## src/hw/rtl/opfb_pkg.sv

```systemverilog
// Shared types and constants for the OLED page frame buffer.
package opfb_pkg;

  // Input command codes
  localparam logic [1:0] CMD_DRAW  = 2'd0;
  localparam logic [1:0] CMD_CLEAR = 2'd1;
  localparam logic [1:0] CMD_START = 2'd2;
  localparam logic [1:0] CMD_TICK  = 2'd3;

  // Panel page-address command prefix and fixed column-address commands
  localparam logic [7:0] PAGE_CMD_BASE = 8'hB0;
  localparam logic [7:0] COL_LO_CMD    = 8'h00;
  localparam logic [7:0] COL_HI_CMD    = 8'h10;
  localparam int         HEAD_BYTES    = 3;

  // Queue between decode and execute
  localparam int QUEUE_DEPTH = 2;

  // Widest column address and bit position over the supported panel sizes
  localparam int COL_BITS = 8;
  localparam int POS_BITS = 7;

  typedef enum logic [2:0] {
    OP_NOP,
    OP_DRAW,
    OP_CLEAR,
    OP_START,
    OP_TICK
  } op_t;

  typedef struct packed {
    op_t                 op;
    logic [COL_BITS-1:0] col;
    logic [POS_BITS-1:0] bit_pos;
    logic                dot;
  } fb_item_t;

endpackage

```

## src/hw/rtl/opfb_front.sv

```systemverilog
// Front end: decodes commands and checks draw coordinates against the panel.
module opfb_front
  import opfb_pkg::*;
#(
  parameter int PANEL_COLUMNS = 128,
  parameter int PANEL_PAGES   = 8
) (
  input  logic       clk,
  input  logic       rst,
  input  logic       in_valid,
  output logic       in_ready,
  input  logic [1:0] cmd,
  input  logic [7:0] x,
  input  logic [7:0] y,
  input  logic       dot,
  output logic       push,
  output fb_item_t   push_item,
  input  logic       q_full
);

  logic       x_ok;
  logic       y_ok;
  logic [4:0] page;

  assign in_ready = !q_full;
  assign push     = in_valid && in_ready;

  assign x_ok = ({1'b0, x} < 9'(PANEL_COLUMNS));
  assign y_ok = ({1'b0, y} < 9'(PANEL_PAGES * 8));
  // rows count up from the bottom page; bit 7 is the bottom row of a page
  assign page = 5'(PANEL_PAGES - 1) - y[7:3];

  always_comb begin
    push_item.col     = x;
    push_item.bit_pos = {page[3:0], ~y[2:0]};
    push_item.dot     = dot;
    case (cmd)
      CMD_DRAW:  push_item.op = (x_ok && y_ok) ? OP_DRAW : OP_NOP;
      CMD_CLEAR: push_item.op = OP_CLEAR;
      CMD_START: push_item.op = OP_START;
      CMD_TICK:  push_item.op = OP_TICK;
      default:   push_item.op = OP_NOP;
    endcase
  end

`ifndef SYNTH
  a_ready_tracks_queue: assert property (@(posedge clk) disable iff (rst)
    q_full |-> !push)
    else $error("push while queue full");
  a_off_panel_dropped: assert property (@(posedge clk) disable iff (rst)
    (push && cmd == CMD_DRAW && !x_ok) |-> (push_item.op == OP_NOP))
    else $error("off-panel draw not dropped");
  a_tick_kept: assert property (@(posedge clk) disable iff (rst)
    (push && cmd == CMD_TICK) |-> (push_item.op == OP_TICK))
    else $error("tick misclassified");
`endif

endmodule

```

## config.mk

```make
export PLATFORM = sky130hd
export DESIGN_NAME = opfb_front
export DESIGN_NICKNAME = d
export VERILOG_FILES = /design/src/hw/rtl/opfb_pkg.sv /design/src/hw/rtl/opfb_front.sv
export SDC_FILE = /design/constraint.sdc
export NUM_CORES = 1
export LEC_CHECK = 0
export ABC_AREA = 1
export BUFFER_PORTS_ARGS = -buffer_cell sky130_fd_sc_hd__buf_4
export CORE_AREA = 4 4 41 43
export DETAILED_ROUTE_END_ITERATION = 12
export DIE_AREA = 0 0 45 47
export GPL_TIMING_DRIVEN = 1
export PLACE_DENSITY_LB_ADDON = 0.1
export SYNTH_ARGS = -nofsm -noshare
export SYNTH_HDL_FRONTEND = slang
export SYNTH_SLANG_ARGS = --single-unit
export TNS_END_PERCENT = 5
```

## constraint.sdc

```tcl
create_clock -name vclk -period 0.8
set_input_delay 0.04 -clock vclk [all_inputs]
set_output_delay 0.04 -clock vclk [all_outputs]
set_load 0.01 [all_outputs]
```

Yosys cells after proc, flatten, opt, wreduce, memory -nomap -nowiden. Index checks and enable logic that the tools add are counted. W data, S select, Z words.

Order comparisons: 2. Equal/unequal tests: 3. Reduce and logical (&&, ||, !) cells: 4. Add/sub/neg operators: 1. Mux-type cells: 2. Bitwise logic cells: 1. Multipliers: 0. Divide/modulo/power cells: 0. Shift operators: 0.

Operators by type and width (count): $pmux W3 S4 (1); $lt A8 B7 Y1 const B (1); $lt A8 B8 Y1 const B (1); $eq A2 B2 Y1 const B (2); $sub A3 B4 Y4 const A (1); $not A3 Y3 (1); $eq A2 B1 Y1 const B (1); $logic_and A1 B1 Y1 (2); $logic_not A2 Y1 (1); $logic_not A1 Y1 (1); $mux W1 (1).

Bits in writable memories: 0. ROM bits: 0. Logic and storage cells: 13. Flip-flop bits (word level): 0. Bits of input ports: 23. Bits in latches: 0. Memories kept: 0. Output and inout bits: 21.

Logic depth before layout (Yosys ltp). Gate-level depths: netlist of run 1.

Depth in word-level cells: 4. Mapped depth: 6. Mapped depth without buffers: 6.

Worst setup path before layout of run 1. Ideal clock, no wire load.

Path type: input-to-output. Start point: input cmd[0]. End point: output push_item[16] in the netlist's numbering. Path buffers: 0. Data required time: 0.760 ns. Cell stages on the path: 6. Slack: 0.282 ns. Arrival: 0.478 ns. Cell sequence: inv_1 -> ha_1 -> inv_1 -> nor2_1 -> nand2_1 -> nand2_1.

RTL lines: from (decl) (RTL line opfb_front.sv:12) `input logic [1:0] cmd,`; to (decl) (RTL line opfb_front.sv:17) `output fb_item_t push_item,`.

==> metrics, run 1 <==
cell depth of the worst hold path=0; Data arrival, critical path=0.69 ns; worst setup margin=0.0688 ns; post-route clock period utilization=0.914; # DRC=0; crit path launch=cmd[0]; Seq/Total Area, Yosys=0; num rows=13; CLK BUF=0; vias=192; die width=45 um; I/O Buffers=26; critical path capture point type=output port; DR vias/cell=3.15; first-pass GRT wire length=627 um; initial antenna violation count=0; hold buffer count at cts=0; vias in the first global route=137; synth top area cells=buf_4 (43%), inv_1 (23%), ha_1 (21%); Starting Density=0.136; Power Total=0.153 mW; slowest CP cell=ha_1; # IOs=44; Sum Neg Setup Slack=0 ns; Worst-Margin Slew=0.0906 ns; peak supply drop=0.105 mV; DRT antenna net count=0; Die Ht=47 um; startpoint types=input port; minimum clock period=0.731 ns; Cells after Synth=30; post-synth net total=56; max-slew violations=0; largest net degree at the start of global routing=4; crit-path cells=buf_4 -> inv_1 -> ha_1 -> inv_1 -> nor2_1 -> nand2_1 -> nand2_1 -> buf_4; max frequency=1.37 GHz; Slowest Stage Delay on Critical Path=0.14 ns; fill cell count=149; DP HPWL=523 um; top-count cell post-synth=inv_1; proportion of layout cells with a drive suffix above 1=0.565; end of the worst hold path=push_item[0]; Final Setup Violations=0; class of the tightest hold or removal check=in2out; Die Area=2120 sq um; DRT Pass-1 Iters=1; RSZ-0062 raised after global routing=false; overall routed net length=540 um; pre-CTS setup slack=0.0518 ns; Synth area leader=buf_4; GRT Total Usage=0.0362; antenna fix cells=0; Area growth syn-to-layout=78.7%; CP Max Fanout=2; Data required, critical path=0.76 ns; Seq. cell area=0 sq um; worst setup path class=in2out; Core ar.=1300 sq um; mean area per synthesized cell=5.88 sq um; GPL Wtd Cong=0.521; static leakage=0.220 nW; CTS resizes=0; Cell variety after synth=5; Hold Violations, Final=0; HP Start=dot; fin nets=74; Seq cells=0; wire per inst=8.85 um; top post-synthesis cells by count=inv_1 (11), buf_4 (10), ha_1 (3), nand2_1 (3), nor2_1 (3); iteration-0 DRC count of the detailed router=0; Cell Pwr Density=484 nW/um^2; aggregate global routing overflow=0; Syn Std Cell Area=176 sq um; Cell Count, Final, Fillers Out=61; share of the synthesized area in the top cell type=0.426; Placed Cells=61; Slew Limit Headroom=0.939; area of the multi-input gates=60.1 sq um; maxcap violations=0; Synth warnings=0; status=finished clean; # Post-CTS Setup Buffers=0
-- cells by family after synthesis --
group | after synthesis | share of synthesized area
and+or+nand+nor | 6 | 0.128
buffers and inverters | 21 | 0.660
adders and majority gates | 3 | 0.213
-- power by group --
group          switching (mW)  leakage, nW  internal, mW
registers                   0            0             0
logic                  0.0586        0.220        0.0940
clock network               0            0             0
-- worst max-delay path, delay by kind of cell --
| kind | cells | cell delay (ns) |
|---|---|---|
| fa+ha+maj | 1 | 0.14 |
| simple gates | 3 | 0.17 |
| buf+inv | 4 | 0.33 |
-- cell usage in the layout (no fill, tap or decap), drive strengths merged --
cell type | netlist | layout
inv | 11 | 11
ha | 3 | 3
buf | 10 | 26
nand2 | 3 | 3
nor2 | 3 | 3
-- final cells by class --
cell class	instances	share of cell area
tap	15	0.0595
multi-input combinational	9	0.190
inverter	11	0.131
timing repair buffer	26	0.619
-- stage by stage --
stage,instance area (sq um),utilization,hold WS (ns)
final,315,0.242,0.0800
after global routing,315,0.242,0.0800
after CTS,315,0.242,0.0801
after detailed placement,315,0.242,0.0801
after global placement,315,0.242,0.0801
after floorplan,176,-,0.124
-- per-layer routing --
layer | GRT usage | share of wire
met4 | 0 | 0
met3 | 0.0268 | 0.29
met1 | 0.0427 | 0.28
met5 | 0 | 0
met2 | 0.0565 | 0.44
-- how the worst max path moves through the flow --
stage | slack, ns | depth (start not counted) | to
final | 0.07 | 8 | push_item[16]
after global routing | 0.006 | 8 | push_item[16]
after CTS | 0.05 | 8 | push_item[16]
after detailed placement | 0.05 | 8 | push_item[16]
after global placement | 0.05 | 8 | push_item[16]
after floorplan | 0.28 | 6 | push_item[16]
Power figures use the tool's default switching activity.
==> run 2: changes to the inputs <==
--- a/config.mk
+++ b/config.mk
@@ -5,7 +5,6 @@
 export SDC_FILE = /design/constraint.sdc
 export NUM_CORES = 1
 export LEC_CHECK = 0
-export ABC_AREA = 1
 export BUFFER_PORTS_ARGS = -buffer_cell sky130_fd_sc_hd__buf_4
 export CORE_AREA = 4 4 41 43
 export DETAILED_ROUTE_END_ITERATION = 12
==> constraint.sdc (replaced) <==
create_clock -name vclk -period 0.9
set_input_delay 0.045 -clock vclk [all_inputs]
set_output_delay 0.045 -clock vclk [all_outputs]
set_load 0.01 [all_outputs]
==> metrics, run 2 <==
proportion of layout cells with a drive suffix above 1=0.732; Syn Std Cell Area=169 sq um; # IOs=44; DP HPWL=448 um; Worst-Margin Slew=0.181 ns; Sum Neg Setup Slack=0 ns; DR vias/cell=3.18; static leakage=0.203 nW; P_sw=0.0535 mW; startpoint types=input port; Int Power=0.0879 mW; CP endpoint=push_item[16]; Core ar.=1300 sq um; slowest CP cell=mux2_2; Cell Pwr Density=438 nW/um^2; crit path launch=cmd[0]; Starting Density=0.130; hold buffer count at cts=0; Die Ht=47 um; Area growth syn-to-layout=91.1%; vias in the first global route=148; Final Setup Violations=0; Synth area leader=buf_4; vias=178; mean area per synthesized cell=6.76 sq um; most frequent cells in the layout=buf_4 (26), inv_1 (7), ha_1 (2); first-pass GRT wire length=648 um; crit-path cells=buf_4 -> inv_4 -> ha_4 -> mux2_2 -> buf_4; # DRC=0; RSZ-0062 raised after global routing=false; worst setup path class=in2out; max frequency=1.17 GHz; Seq pwr share=0; top post-synthesis cells by count=buf_4 (10), inv_1 (9), ha_1 (3); DRT Pass-1 Iters=1; Power Total=0.141 mW; GRT Total Usage=0.0393; sw frac=0.378; Slowest Stage Delay on Critical Path=0.32 ns; clock power share=0; share of the synthesized area in the top cell type=0.444; Seq. cell area=0 sq um; wire per inst=8.57 um; Critical Path Most Common Cell=buf_4; hold_ws=0.0900 ns; fin nets=69; DRT met1 WL=127 um; overall routed net length=480 um; peak supply drop=0.106 mV; Synth warnings=0; initial antenna violation count=0; top-count cell post-synth=buf_4; I/O Buffers=26; GPL Wtd Cong=0.701; Data arrival, critical path=0.81 ns; metal3 WL=160 um; Cell variety after synth=6; CP Max Fanout=2; iteration-0 DRC count of the detailed router=0; largest net degree at the start of global routing=4; CLK BUF=0; met2 WL post-DR=192 um; Seq cells=0; post-route clock period utilization=0.948; synth top area cells=buf_4 (44%), ha_1 (22%), inv_1 (20%); aggregate global routing overflow=0; Data required, critical path=0.85 ns; Hold Violations, Final=0; class of the tightest hold or removal check=in2out; Cells after Synth=25; num rows=13; status=finished clean; minimum clock period=0.853 ns; die width=45 um; critical path capture point type=output port; Slew Limit Headroom=0.878; highest metal used=met3; Seq/Total Area, Yosys=0; Logic pwr share=1.000; most common cell after layout, fill and taps aside=buf_4; Die Area=2120 sq um; max-slew violations=0; post-synth net total=51; fill cell count=152; antenna fix cells=0; maxcap violations=0; DRT antenna net count=0
[run 2: cell count changes after synthesis, sizes merged]
cell   before  now
nand2       3    0
nor2        3    0
inv        11    9
mux2        0    1
nor2b       0    1
nor3        0    1
[run 2: worst min path at each step]
| stage | start | depth (start not counted) | slack, ns | to |
|---|---|---|---|---|
| after floorplan | q_full | 1 | 0.13 | in_ready |
| after global placement | dot | 0 | 0.09 | push_item[0] |
| after detailed placement | dot | 0 | 0.09 | push_item[0] |
| after CTS | dot | 0 | 0.09 | push_item[0] |
| after global routing | x[6] | 0 | 0.09 | push_item[14] |
| final | x[6] | 0 | 0.09 | push_item[14] |
[run 2: critical path: cells and delay by family]
family	cells	cell delay (ns)
buffers and inverters	3	0.33
muxes	1	0.32
adders and majority gates	1	0.11
[run 2: cells by family (layout without fill, tap and decap cells)]
kind of cell	Yosys count	in the layout	share of synthesized area
buf+inv	19	35	0.644
fa+ha+maj	3	3	0.222
simple gates	2	2	0.0667
mux	1	1	0.0667
[run 2: cell type report]
cell class                      count  area [sq um]  share of cell area
Inverter                            9          36.3               0.112
Timing Repair Buffer               26           195               0.605
Multi-Input combinational cell      6          72.6               0.225
Tap cell                           15          18.8              0.0581
[run 2: layer usage]
metal | vias up | global-route usage
li1 | 91 | -
met1 | 64 | 0.0427
met2 | 23 | 0.0734
met3 | 0 | 0.0192
met4 | 0 | 0
met5 | - | 0
[run 2: stage by stage]
stage	instance area, sq um	setup WS (ns)	utilization	std cells
6_report	323	0.0466	0.248	56
5_1_grt	323	0.0115	0.248	56
4_1_cts	310	0.00320	0.238	56
3_5_place_dp	308	-0.000569	0.237	56
3_3_place_gp	308	0.00558	0.237	56
2_1_floorplan	169	0.262	-	25
[run 2: timing repair]
action	CTS	global route
gates resized for setup	2	3
setup endpoints to repair	1	1
buffers inserted	0	0
[run 2: power by group through the flow]
stage / logic (mW) / clock network, mW / registers, mW
3_5_place_dp: 0.137 / 0 / 0
4_1_cts: 0.139 / 0 / 0
5_1_grt: 0.157 / 0 / 0
3_3_place_gp: 0.137 / 0 / 0
2_1_floorplan: 0.0836 / 0 / 0
6_report: 0.141 / 0 / 0
