===== src/hw/rtl/opfb_pkg.sv =====
// Shared types and constants for the OLED page frame buffer.
package opfb_pkg;

  // Input command codes
  localparam logic [1:0] CMD_DRAW  = 2'd0;
  localparam logic [1:0] CMD_CLEAR = 2'd1;
  localparam logic [1:0] CMD_START = 2'd2;
  localparam logic [1:0] CMD_TICK  = 2'd3;

  // Panel page-address command prefix and fixed column-address commands
  localparam logic [7:0] PAGE_CMD_BASE = 8'hB0;
  localparam logic [7:0] COL_LO_CMD    = 8'h00;
  localparam logic [7:0] COL_HI_CMD    = 8'h10;
  localparam int         HEAD_BYTES    = 3;

  // Queue between decode and execute
  localparam int QUEUE_DEPTH = 2;

  // Widest column address and bit position over the supported panel sizes
  localparam int COL_BITS = 8;
  localparam int POS_BITS = 7;

  typedef enum logic [2:0] {
    OP_NOP,
    OP_DRAW,
    OP_CLEAR,
    OP_START,
    OP_TICK
  } op_t;

  typedef struct packed {
    op_t                 op;
    logic [COL_BITS-1:0] col;
    logic [POS_BITS-1:0] bit_pos;
    logic                dot;
  } fb_item_t;

endpackage


===== src/hw/rtl/opfb_queue.sv =====
// Short FIFO of decoded items between front and back end.
module opfb_queue
  import opfb_pkg::*;
(
  input  logic     clk,
  input  logic     rst,
  input  logic     push,
  input  fb_item_t push_item,
  output logic     full,
  input  logic     pop,
  output logic     head_valid,
  output fb_item_t head_item
);

  localparam int PW = (QUEUE_DEPTH > 1) ? $clog2(QUEUE_DEPTH) : 1;
  localparam int CNTW = $clog2(QUEUE_DEPTH + 1);

  fb_item_t        slots [QUEUE_DEPTH];
  logic [PW-1:0]   wr_ptr;
  logic [PW-1:0]   rd_ptr;
  logic [CNTW-1:0] count;

  assign full       = (count == CNTW'(QUEUE_DEPTH));
  assign head_valid = (count != '0);
  assign head_item  = slots[rd_ptr];

  always_ff @(posedge clk) begin
    if (push) begin
      slots[wr_ptr] <= push_item;
    end
  end

  always_ff @(posedge clk) begin
    if (rst) begin
      wr_ptr <= '0;
      rd_ptr <= '0;
      count  <= '0;
    end else begin
      if (push) begin
        wr_ptr <= (wr_ptr == PW'(QUEUE_DEPTH - 1)) ? '0 : wr_ptr + 1'b1;
      end
      if (pop) begin
        rd_ptr <= (rd_ptr == PW'(QUEUE_DEPTH - 1)) ? '0 : rd_ptr + 1'b1;
      end
      case ({push, pop})
        2'b10:   count <= count + 1'b1;
        2'b01:   count <= count - 1'b1;
        default: count <= count;
      endcase
    end
  end

`ifndef SYNTH
  a_no_overflow: assert property (@(posedge clk) disable iff (rst)
    full |-> !push)
    else $error("queue overflow");
  a_no_underflow: assert property (@(posedge clk) disable iff (rst)
    !head_valid |-> !pop)
    else $error("queue underflow");
  a_count_range: assert property (@(posedge clk) disable iff (rst)
    count <= CNTW'(QUEUE_DEPTH))
    else $error("queue count out of range");
`endif

endmodule


===== config.mk =====
export PLATFORM = sky130hd
export DESIGN_NAME = opfb_queue
export DESIGN_NICKNAME = d
export VERILOG_FILES = /design/src/hw/rtl/opfb_pkg.sv /design/src/hw/rtl/opfb_queue.sv
export SDC_FILE = /design/constraint.sdc
export NUM_CORES = 1
export LEC_CHECK = 0
export ABC_AREA = 0
export BUFFER_PORTS_ARGS = -buffer_cell sky130_fd_sc_hd__buf_2
export CORE_ASPECT_RATIO = 0.9
export CORE_MARGIN = 2
export CORE_UTILIZATION = 50
export DETAILED_ROUTE_END_ITERATION = 12
export PLACE_DENSITY = 0.87
export SYNTH_ARGS = -nofsm -noshare
export SYNTH_HDL_FRONTEND = slang
export SYNTH_SLANG_ARGS = --single-unit

===== constraint.sdc =====
create_clock -name clk -period 1.9 [get_ports clk]
set_clock_uncertainty 0.05 [all_clocks]
set_input_delay 0 -clock clk [delete_from_list [all_inputs] [get_ports clk]]
set_output_delay 0 -clock clk [all_outputs]
set_load 0.05 [all_outputs]

# After elaboration in Yosys (flattened, before gate mapping)
# Memories as Yosys holds them, arrays and structs flattened. A register that Yosys moved wholly into a read port is not among the register bits.
# Cells that the tools add are included.
dict set report op_classes {
  addsub 4
  n_eq_ne 3
  mux 7
  reduce_logical 2
}
# operator n
set ops {}
lappend ops {{1-bit two-way mux} 6}
lappend ops {{2-bit == test (second input constant)} 2}
lappend ops {{2-bit one-hot mux with 2 select lines} 1}
lappend ops {{2-bit nonzero test} 2}
lappend ops {{1-bit adder (second input constant)} 2}
lappend ops {{2-bit by 1-bit adder with 2-bit output (second input constant)} 1}
lappend ops {{2-bit by 1-bit == test with 1-bit output (second input constant)} 1}
lappend ops {{2-bit by 1-bit subtractor with 2-bit output (second input constant)} 1}
dict set report word_totals {
  reg_bits 4
  ramBits 38
  inputBits 23
  output_inout_bits 21
  n_memories 1
}
# memory depth width read_ports rd_clocked_by_memory_dff write_ports line_no
set memory_table {}
lappend memory_table {slots 2 19 1 1 1 opfb_queue.sv:18} ;# fb_item_t slots [QUEUE_DEPTH];

# Longest topological paths before layout
# Gate-level depths: netlist of run 1.
dict set report depth {
  ltp_word 4
  ltp_mapped 5
  ltp_nobuf 5
}

# Worst setup path after synthesis of run 1
# Ideal clock, no wire load.
dict set report synth_path {
  path_kind {reg-to-reg}
  startpoint {register wr_ptr}
  endpoint {memory slots[0][0] in the netlist's numbering (enable)}
  setup_time_ns 0.395
  arrival_time_ns 1.148
  required_ns 1.455
  path_slack_ns 0.307
  stages_incl_launch_ff 2
  path_buffers 0
  synth_period_minus_slack_ns 1.593
  cell_sequence {dfxtp_1 nor2_1}
}
# item line_no
set synth_rtl {}
lappend synth_rtl {{from (decl)} opfb_queue.sv:19} ;# logic [PW-1:0] wr_ptr;
lappend synth_rtl {{from (signal assigned)} opfb_queue.sv:40} ;# wr_ptr <= (wr_ptr == PW'(QUEUE_DEPTH - 1)) ? '0 : wr_ptr + 1'b1;
lappend synth_rtl {{to (decl)} opfb_queue.sv:18}
# Straight into the memory's write port.

==> impl_metrics.json, run 1 <==
{
  "final.fill_count": 218,
  "tns_ps": 0,
  "drive_above_1_share": 0.484,
  "worstMarginPinSlew_ps": 470,
  "grt_pass1_wl_um": 4200,
  "antenna_found_initial": 0,
  "ant_nets": 0,
  "multi_input_area_um2": 320,
  "clk_latency_ps": 340,
  "seq_area_frac_synth": 0.788,
  "core_area_um2": 3020,
  "initial_core_util": 0.522,
  "max-vdd-ir-drop_mv": 0.528,
  "critical_path_buf_inv_count": 2,
  "fin_crit_sh": 0.933,
  "synth_cells": 81,
  "grt_setup_unrepaired": "false",
  "startpoint_type": "register",
  "hold_start": "push",
  "slew_headroom": 0.687,
  "post_cts_buffers": 0,
  "grt_overflow": 0,
  "post_drt_wl_per_cell_um": 13.4,
  "synthesis.area_um2": 1580,
  "drt-initial-drc-count": 22,
  "layout_commonest_cell": "buf_2",
  "reg2reg_slack_ps": 610,
  "yosys-top-cells-area": "edfxtp_1, mux2_2, dfxtp_1, xnor2_1, nor2_1",
  "period_needed_ps": 1770,
  "die_y_um": 57.3,
  "path_cells": "buf_4 -> mux2_2 -> buf_2",
  "status": "complete, no violations",
  "hpwlAfterDp_um": 1690,
  "hold-path-cell-count": 3,
  "h-tree-depth": 2,
  "vias": 923,
  "critPathSlowestCell": "dfxtp_1",
  "ys_ff_latch": 43,
  "postCtsHoldBufs": 22,
  "cts_tree": "done",
  "synthToLayoutAreaGrowth_pct": 36.4,
  "ctsResizeCount": 0,
  "fp-row-count": 19,
  "cap_violations": 0,
  "clock_path_buffers": 2,
  "grt_use_total": 0.163,
  "hp-class": "in2reg",
  "grt_pass1_vias": 939,
  "cts_sinks": 43,
  "pre_cts_ws_ps": 481,
  "synth.top_cell.area_share": 0.724,
  "dieArea_um2": 3620,
  "yosys.area.top_type": "edfxtp_1",
  "holdPathEnd": "slots[0][8]$_DFFE_PP_",
  "setup_violations": 0,
  "layout_common_cells": "buf_2, edfxtp_1, dlygate4sd3_1",
  "synth-warning-count": 0,
  "critPathTopFamily": "flip-flops",
  "p_per_area_nw_per_um2": 930,
  "r2r_cells": 2,
  "slowest_delay_ps": 520,
  "slew_violations": 0,
  "syn_nets": 105,
  "io_pins": 44,
  "routed_via_density": 4.69,
  "clk_pin_slew_worst_paths_ps": 110,
  "synth.distinct_cells": 16,
  "r2r_end": "slots[0][11]$_DFFE_PP_",
  "reg2reg_from": "wr_ptr$_SDFFE_PP0P_",
  "cp_data_required_time_ps": 1850,
  "critPathKind": "reg2out",
  "cts_root_buf": "clkbuf_4",
  "crit_fanout": 12,
  "leakage_nw": 0.838,
  "fmax_mhz": 564,
  "dr.pass1.iters": 4,
  "gp_congestion": 0.654,
  "die_x_um": 63.2,
  "hold_viol": 0,
  "fin_nets": 178,
  "ff_latch_area_um2": 1240,
  "final.setup.worst_slack_ps": 126,
  "port_buffers": 43,
  "syn_area_per_cell_um2": 19.4,
  "cts_buffers": 5,
  "cp.arrival_ps": 1720,
  "cp-end-kind": "output pin",
  "wl_um": 2640,
  "grt_max_degree": 16,
  "antenna_cells": 0,
  "drc": 0
}
==> state kept, by name, summed over array words and instances (netlist names), named ones only <==
register,count
count,2
slots,38
rd_ptr,1
wr_ptr,1
==> power by group <==
| part | internal, W | switching [W] |
|---|---|---|
| Sequential | 0.00110 | 0.0000258 |
| Combinational | 0.000157 | 0.000282 |
| Clock | 0.000179 | 0.000258 |
==> cell families (layout without fill, tap and decap cells) <==
kind of cell | Yosys count | count (layout) | synth area share
flops | 43 | 43 | 0.788
fa+ha+maj | 1 | 1 | 0.00794
simple gates | 9 | 9 | 0.0294
compound gates | 2 | 2 | 0.00635
buf+inv | 3 | 77 | 0.0103
xor+xnor | 4 | 4 | 0.0222
mux | 19 | 19 | 0.136
==> layout make-up <==
cell class                      count  area share
Sequential cell                    43       0.578
Timing Repair Buffer               68       0.219
Multi-Input combinational cell     35       0.149
Clock buffer                        7      0.0256
Tap cell                           42      0.0245
Clock inverter                      1     0.00233
Inverter                            1     0.00175
==> per-stage QoR <==
step | utilization | total power [W] | cells | instance area, µm² | hold slack, ps
floorplan | - | 0.00144 | 81 | 1580 | 19.1
global placement | 0.619 | 0.00154 | 167 | 1870 | 138
detailed placement | 0.619 | 0.00155 | 167 | 1870 | 143
CTS | 0.712 | 0.00202 | 197 | 2150 | 75.9
global route | 0.712 | 0.00208 | 197 | 2150 | 86.8
finish | 0.712 | 0.00200 | 197 | 2150 | 95.5
==> tightest hold or removal path: stages <==
cell and delay (ps):
buf_2 120, inv_1 80, nor2_2 110
==> Yosys cell counts, drive strengths merged <==
master	number
buf	2
dfxtp	5
or2	1
or3	1
a21oi	1
nor2	5
ha	1
and2	1
inv	1
mux2	19
edfxtp	38
and2b	1
xor2	1
o21ai	1
xnor2	3
==> how the worst max path moves through the flow <==
stage | startpoint | endpoint | depth (start not counted)
after global placement | register | head_item[2] | 3
after CTS | register | head_item[5] | 3
after global routing | register | head_item[14] | 3
after floorplan | wr_ptr$_SDFFE_PP0P_ | slots[0][0]$_DFFE_PP_ | 1
after detailed placement | register | head_item[14] | 3
final | register | head_item[4] | 3
==> routing by layer <==
| metal | vias up | share of wire | global-route usage | routed length (µm) |
|---|---|---|---|---|
| met1 | 435 | 0.41 | 0.188 | 1090 |
| met5 | - | 0 | 0 | 0 |
| met2 | 33 | 0.50 | 0.266 | 1330 |
| met4 | 0 | 0.015 | 0.0730 | 40 |
| met3 | 5 | 0.070 | 0.0710 | 184 |
| li1 | 450 | - | - | - |
(Power assumes the default switching activity.)
==> run 2, diff against run 1 <==
==> constraint.sdc (replaced) <==
create_clock -name clk -period 1.9 [get_ports clk]
set_clock_uncertainty 0.05 [all_clocks]
set_input_delay 0.095 -clock clk [delete_from_list [all_inputs] [get_ports clk]]
set_output_delay 0.095 -clock clk [all_outputs]
set_load 0.05 [all_outputs]
==> run 2 against run 1 <==
Clock power grew 55%; combinational power increased by 1%; sequential share of layout area down 1.6 points; routed wire length increased by 0.99%; power up 12%; first-iteration DRC count is 36% lower; setup slack better by 93 ps; utilization grew 2.2 points; critical endpoint is now head_item[2]; largest cell class unchanged; largest power group unchanged; highest routed layer unchanged.
==> impl_metrics.json, run 2 (synthesis results as in run 1) <==
{
  "synthToLayoutAreaGrowth_pct": 40.5,
  "hpwlAfterDp_um": 1780,
  "io_pins": 44,
  "post_cts_buffers": 0,
  "p_per_area_nw_per_um2": 1020,
  "seqPwrFrac": 0.499,
  "period_needed_ps": 1680,
  "worstMarginPinSlew_ps": 488,
  "layout_common_cells": "buf_2, edfxtp_1, dlygate4sd3_1",
  "post_drt_wl_per_cell_um": 13.5,
  "cts_tree": "done",
  "clk_pin_slew_worst_paths_ps": 120,
  "top_register": "slots",
  "cp-end-kind": "output pin",
  "slew_violations": 0,
  "combPwrFrac": 0.198,
  "grt_setup_unrepaired": "false",
  "grt_use_total": 0.168,
  "grt_pass1_vias": 966,
  "largest_reg_flops": 38,
  "clk_latency_ps": 340,
  "p_sw_w": 0.000578,
  "clock_path_buffers": 2,
  "cts_buffers": 5,
  "fmax_mhz": 595,
  "wl_um": 2660,
  "initial_core_util": 0.522,
  "gp_congestion": 0.647,
  "cp.arrival_ps": 1540,
  "final_cell_area_um2": 2210,
  "fin_nets": 179,
  "port_buffers": 43,
  "grt_max_degree": 14,
  "antenna_found_initial": 0,
  "h-tree-depth": 2,
  "dr.pass1.iters": 2,
  "drt-initial-drc-count": 14,
  "drive_above_1_share": 0.487,
  "cts_root_buf": "clkbuf_4",
  "hold_viol": 0,
  "power_frac_clock": 0.302,
  "critPathKind": "reg2out",
  "vias": 930,
  "layout_commonest_cell": "buf_2",
  "die_y_um": 57.3,
  "startpoint_type": "register",
  "reg_top3": "slots (38), count (2)",
  "setup_violations": 0,
  "fp-row-count": 19,
  "cts_sinks": 43,
  "p_sw_frac": 0.257,
  "antenna_cells": 0,
  "routed_via_density": 4.70,
  "max-vdd-ir-drop_mv": 0.630,
  "place_area_um2": 1880,
  "fin_crit_sh": 0.885,
  "ant_nets": 0,
  "dieArea_um2": 3620,
  "cap_violations": 0,
  "cp_data_required_time_ps": 1750,
  "core_area_um2": 3020,
  "grt_pass1_wl_um": 4360,
  "slew_headroom": 0.674,
  "grt_overflow": 0,
  "hp-class": "in2reg",
  "drc": 0,
  "die_x_um": 63.2,
  "status": "complete, no violations",
  "leakage_nw": 0.863,
  "crit_fanout": 12,
  "tns_ps": 0,
  "p_int_w": 0.00167
}
==> run 2: routing by layer <==
metal	GRT usage	wire [µm]
met5	0	0
met3	0.0750	172
met1	0.177	1060
met2	0.299	1400
met4	0.0571	29
==> run 2: worst max-delay path, stage by stage (launching register included) <==
cell	delay [ps]
dfxtp_2	470
buf_12	170
mux2_2	340
buf_2	210
==> run 2: power groups by stage <==
stage	Combinational, W	Clock (W)	Sequential (W)
floorplan	0.000308	0	0.00113
global placement	0.000403	0	0.00114
detailed placement	0.000410	0	0.00115
CTS	0.000449	0.000698	0.00112
global route	0.000471	0.000731	0.00113
finish	0.000446	0.000680	0.00112
==> run 2: repair_timing <==
action                                  CTS  global route
endpoints found under the setup margin    0            12
gates resized for setup                   0             1
endpoints found under the hold margin    43             0
hold buffers                             23             0
==> run 2: area by class of cell <==
type,count,area (µm²)
inverters,1,3.75
clock inverters,2,60.1
flip-flops and latches,43,1240
repair buffers,69,493
well taps,42,52.6
multi-input cells,35,320
fillers,206,806
clock buffers,6,41.3
==> run 2: path summary, 6_finish.rpt <==
path	startpoint	endpoint	slack [ps]	depth (start not counted)
worst max-delay path	register	head_item[2]	220	3
worst min-delay path	push_item[6]	slots[0][6]$_DFFE_PP_	410	2
worst max register to register	wr_ptr$_SDFFE_PP0P_	slots[1][14]$_DFFE_PP_	520	2
worst min register to register	count[1]$_SDFFE_PP0P_	count[1]$_SDFFE_PP0P_	460	2
==> run 2: stage by stage <==
step / std cells / util / power, W / hold slack, ps / setup slack [ps]
6_report: 198 / 0.733 / 0.00225 / 414 / 219
3_5_place_dp: 167 / 0.623 / 0.00155 / 237 / 470
2_1_floorplan: 81 / - / 0.00144 / 114 / 307
3_3_place_gp: 167 / 0.623 / 0.00154 / 233 / 496
4_1_cts: 198 / 0.733 / 0.00227 / 398 / 61.8
5_1_grt: 198 / 0.733 / 0.00233 / 399 / 125
==> run 3, diff against run 2 <==
--- a/config.mk
+++ b/config.mk
@@ -9,9 +9,11 @@
 export BUFFER_PORTS_ARGS = -buffer_cell sky130_fd_sc_hd__buf_2
 export CORE_ASPECT_RATIO = 0.9
 export CORE_MARGIN = 2
-export CORE_UTILIZATION = 50
+export CORE_UTILIZATION = 53
+export CTS_BUF_LIST = sky130_fd_sc_hd__clkbuf_8
 export DETAILED_ROUTE_END_ITERATION = 12
-export PLACE_DENSITY = 0.87
+export PLACE_DENSITY = 0.91
+export RECOVER_POWER = 50
 export SYNTH_ARGS = -nofsm -noshare
 export SYNTH_HDL_FRONTEND = slang
 export SYNTH_SLANG_ARGS = --single-unit
==> run 3 against run 2 <==
Power is 1.0% lower; via count decreased by 1.3%; non-clock buffer count decreased by 1; register-to-register slack is essentially flat; routed wire length increased by 2.7%; clock power shrank 1%; sequential power about the same; clock-buffer cell count shrank 1; final cell count is 1.5% lower; fmax up 11%; flip-flop and latch count is the same; die area is 5.3% lower.
==> impl_metrics.json, run 3 (synthesis results as in run 1) <==
{
  "antenna_cells": 0,
  "critical_path_buf_inv_count": 2,
  "hold_start": "push",
  "layout_common_cells": "edfxtp_1, buf_2, dlygate4sd3_1",
  "cts_tree": "done",
  "reg_top3": "slots (38), count (2)",
  "cp.arrival_ps": 1370,
  "drt-initial-drc-count": 19,
  "grt_max_degree": 14,
  "clock_path_buffers": 2,
  "grt_pass1_wl_um": 4170,
  "grt_use_total": 0.172,
  "tns_ps": 0,
  "post_drt_wl_per_cell_um": 14.0,
  "critPathTopFamily": "buffers and inverters",
  "slowest_delay_ps": 350,
  "die_y_um": 55.7,
  "h-tree-depth": 2,
  "synthToLayoutAreaGrowth_pct": 36.8,
  "grt_use_met1": 0.197,
  "slew_headroom": 0.651,
  "cts_sinks": 43,
  "drive_above_1_share": 0.406,
  "startpoint_type": "register",
  "gp_congestion": 0.631,
  "fmax_mhz": 660,
  "critPathSlowestCell": "mux2_2",
  "dr.pass1.iters": 4,
  "io_pins": 44,
  "clk_pin_slew_worst_paths_ps": 70,
  "grt_use_met3": 0.0605,
  "hpwlAfterDp_um": 1750,
  "largest_reg_flops": 38,
  "use_met2": 0.289,
  "setup_violations": 0,
  "fp-row-count": 18,
  "holdPathEnd": "wr_ptr$_SDFFE_PP0P_",
  "hold_viol": 0,
  "grt_overflow": 0,
  "whs_ps": 30.9,
  "routed_via_density": 4.71,
  "cts_buffers": 5,
  "cts_root_buf": "clkbuf_8",
  "max-vdd-ir-drop_mv": 0.639,
  "hp-class": "in2reg",
  "ctsResizeCount": 0,
  "initial_core_util": 0.564,
  "cp_data_required_time_ps": 1750,
  "p_total_w": 0.00223,
  "r2r_end": "slots[1][11]$_DFFE_PP_",
  "vias": 918,
  "worstMarginPinSlew_ps": 523,
  "core_area_um2": 2790,
  "cap_violations": 0,
  "fin_nets": 178,
  "drc": 0,
  "top_usage_layer": "met2",
  "fin_crit_sh": 0.797,
  "leakage_nw": 0.818,
  "cp-end-kind": "output pin",
  "r2r_cells": 2,
  "grt_setup_unrepaired": "false",
  "slew_violations": 0,
  "status": "complete, no violations",
  "reg2reg_slack_ps": 520,
  "critPathKind": "reg2out",
  "clk_latency_ps": 280,
  "top_register": "slots",
  "postCtsHoldBufs": 20,
  "antenna_found_initial": 0,
  "grt_pass1_vias": 960,
  "dieArea_um2": 3420,
  "reg2reg_from": "wr_ptr$_SDFFE_PP0P_",
  "layout_commonest_cell": "edfxtp_1",
  "ant_nets": 0,
  "p_per_area_nw_per_um2": 1030,
  "crit_fanout": 10,
  "final_core_util": 0.772,
  "hold-path-cell-count": 3,
  "wl_um": 2740,
  "port_buffers": 43,
  "path_cells": "buf_4 -> mux2_2 -> buf_2",
  "post_cts_buffers": 0,
  "die_x_um": 61.5,
  "period_needed_ps": 1510
}
[run 3: cell count changes in the layout (fill, tap and decap cells not counted), sizes merged]
cell | before | now
buf | 46 | 35
clkbuf | 6 | 18
dlygate4sd3 | 23 | 20
clkinv | 0 | 2
bufinv | 2 | 1
[run 3: worst register-to-register path: stages, from the launching register on]
cell	delay [ps]
dfxtp_1	380
and2_1	370
buf_4	290
[run 3: how the worst max path moves through the flow]
| stage | from | endpoint | slack [ps] | depth (start not counted) |
|---|---|---|---|---|
| global placement | wr_ptr$_SDFFE_PP0P_ | slots[1][10]$_DFFE_PP_ | 580 | 2 |
| detailed placement | wr_ptr$_SDFFE_PP0P_ | slots[1][10]$_DFFE_PP_ | 500 | 2 |
| finish | register | head_item[16] | 390 | 3 |
| global route | register | head_item[3] | 340 | 3 |
| CTS | register | head_item[12] | 360 | 3 |
| floorplan | wr_ptr$_SDFFE_PP0P_ | slots[0][0]$_DFFE_PP_ | 310 | 1 |
[run 3: per-stage QoR]
step           cell area (µm²)  worst slack (ps)  std cells
2_1_floorplan             1580               307         81
3_3_place_gp              1870               584        167
3_5_place_dp              1870               504        167
4_1_cts                   2180               362        195
5_1_grt                   2150               336        195
6_report                  2150               385        195
[run 3: layout make-up]
cell class / instances / area, µm²
inverter: 1 / 3.75
timing repair buffer: 68 / 434
fill: 190 / 638
multi-input combinational: 35 / 318
clock inverter: 3 / 38.8
clock buffer: 5 / 68.8
sequential: 43 / 1240
tap: 40 / 50.0
[run 3: where the power goes]
group	leakage, nW	switching, W	internal (W)
registers	0.398	0.0000207	0.00110
clock network	0.0556	0.000288	0.000385
logic	0.364	0.000288	0.000148
[run 3: layer usage]
metal / wire length [µm] / vias up / part of all wire
met5: 0 / - / 0
met1: 1140 / 431 / 0.42
met4: 38 / 0 / 0.014
li1: - / 450 / -
met2: 1430 / 31 / 0.52
met3: 127 / 6 / 0.046
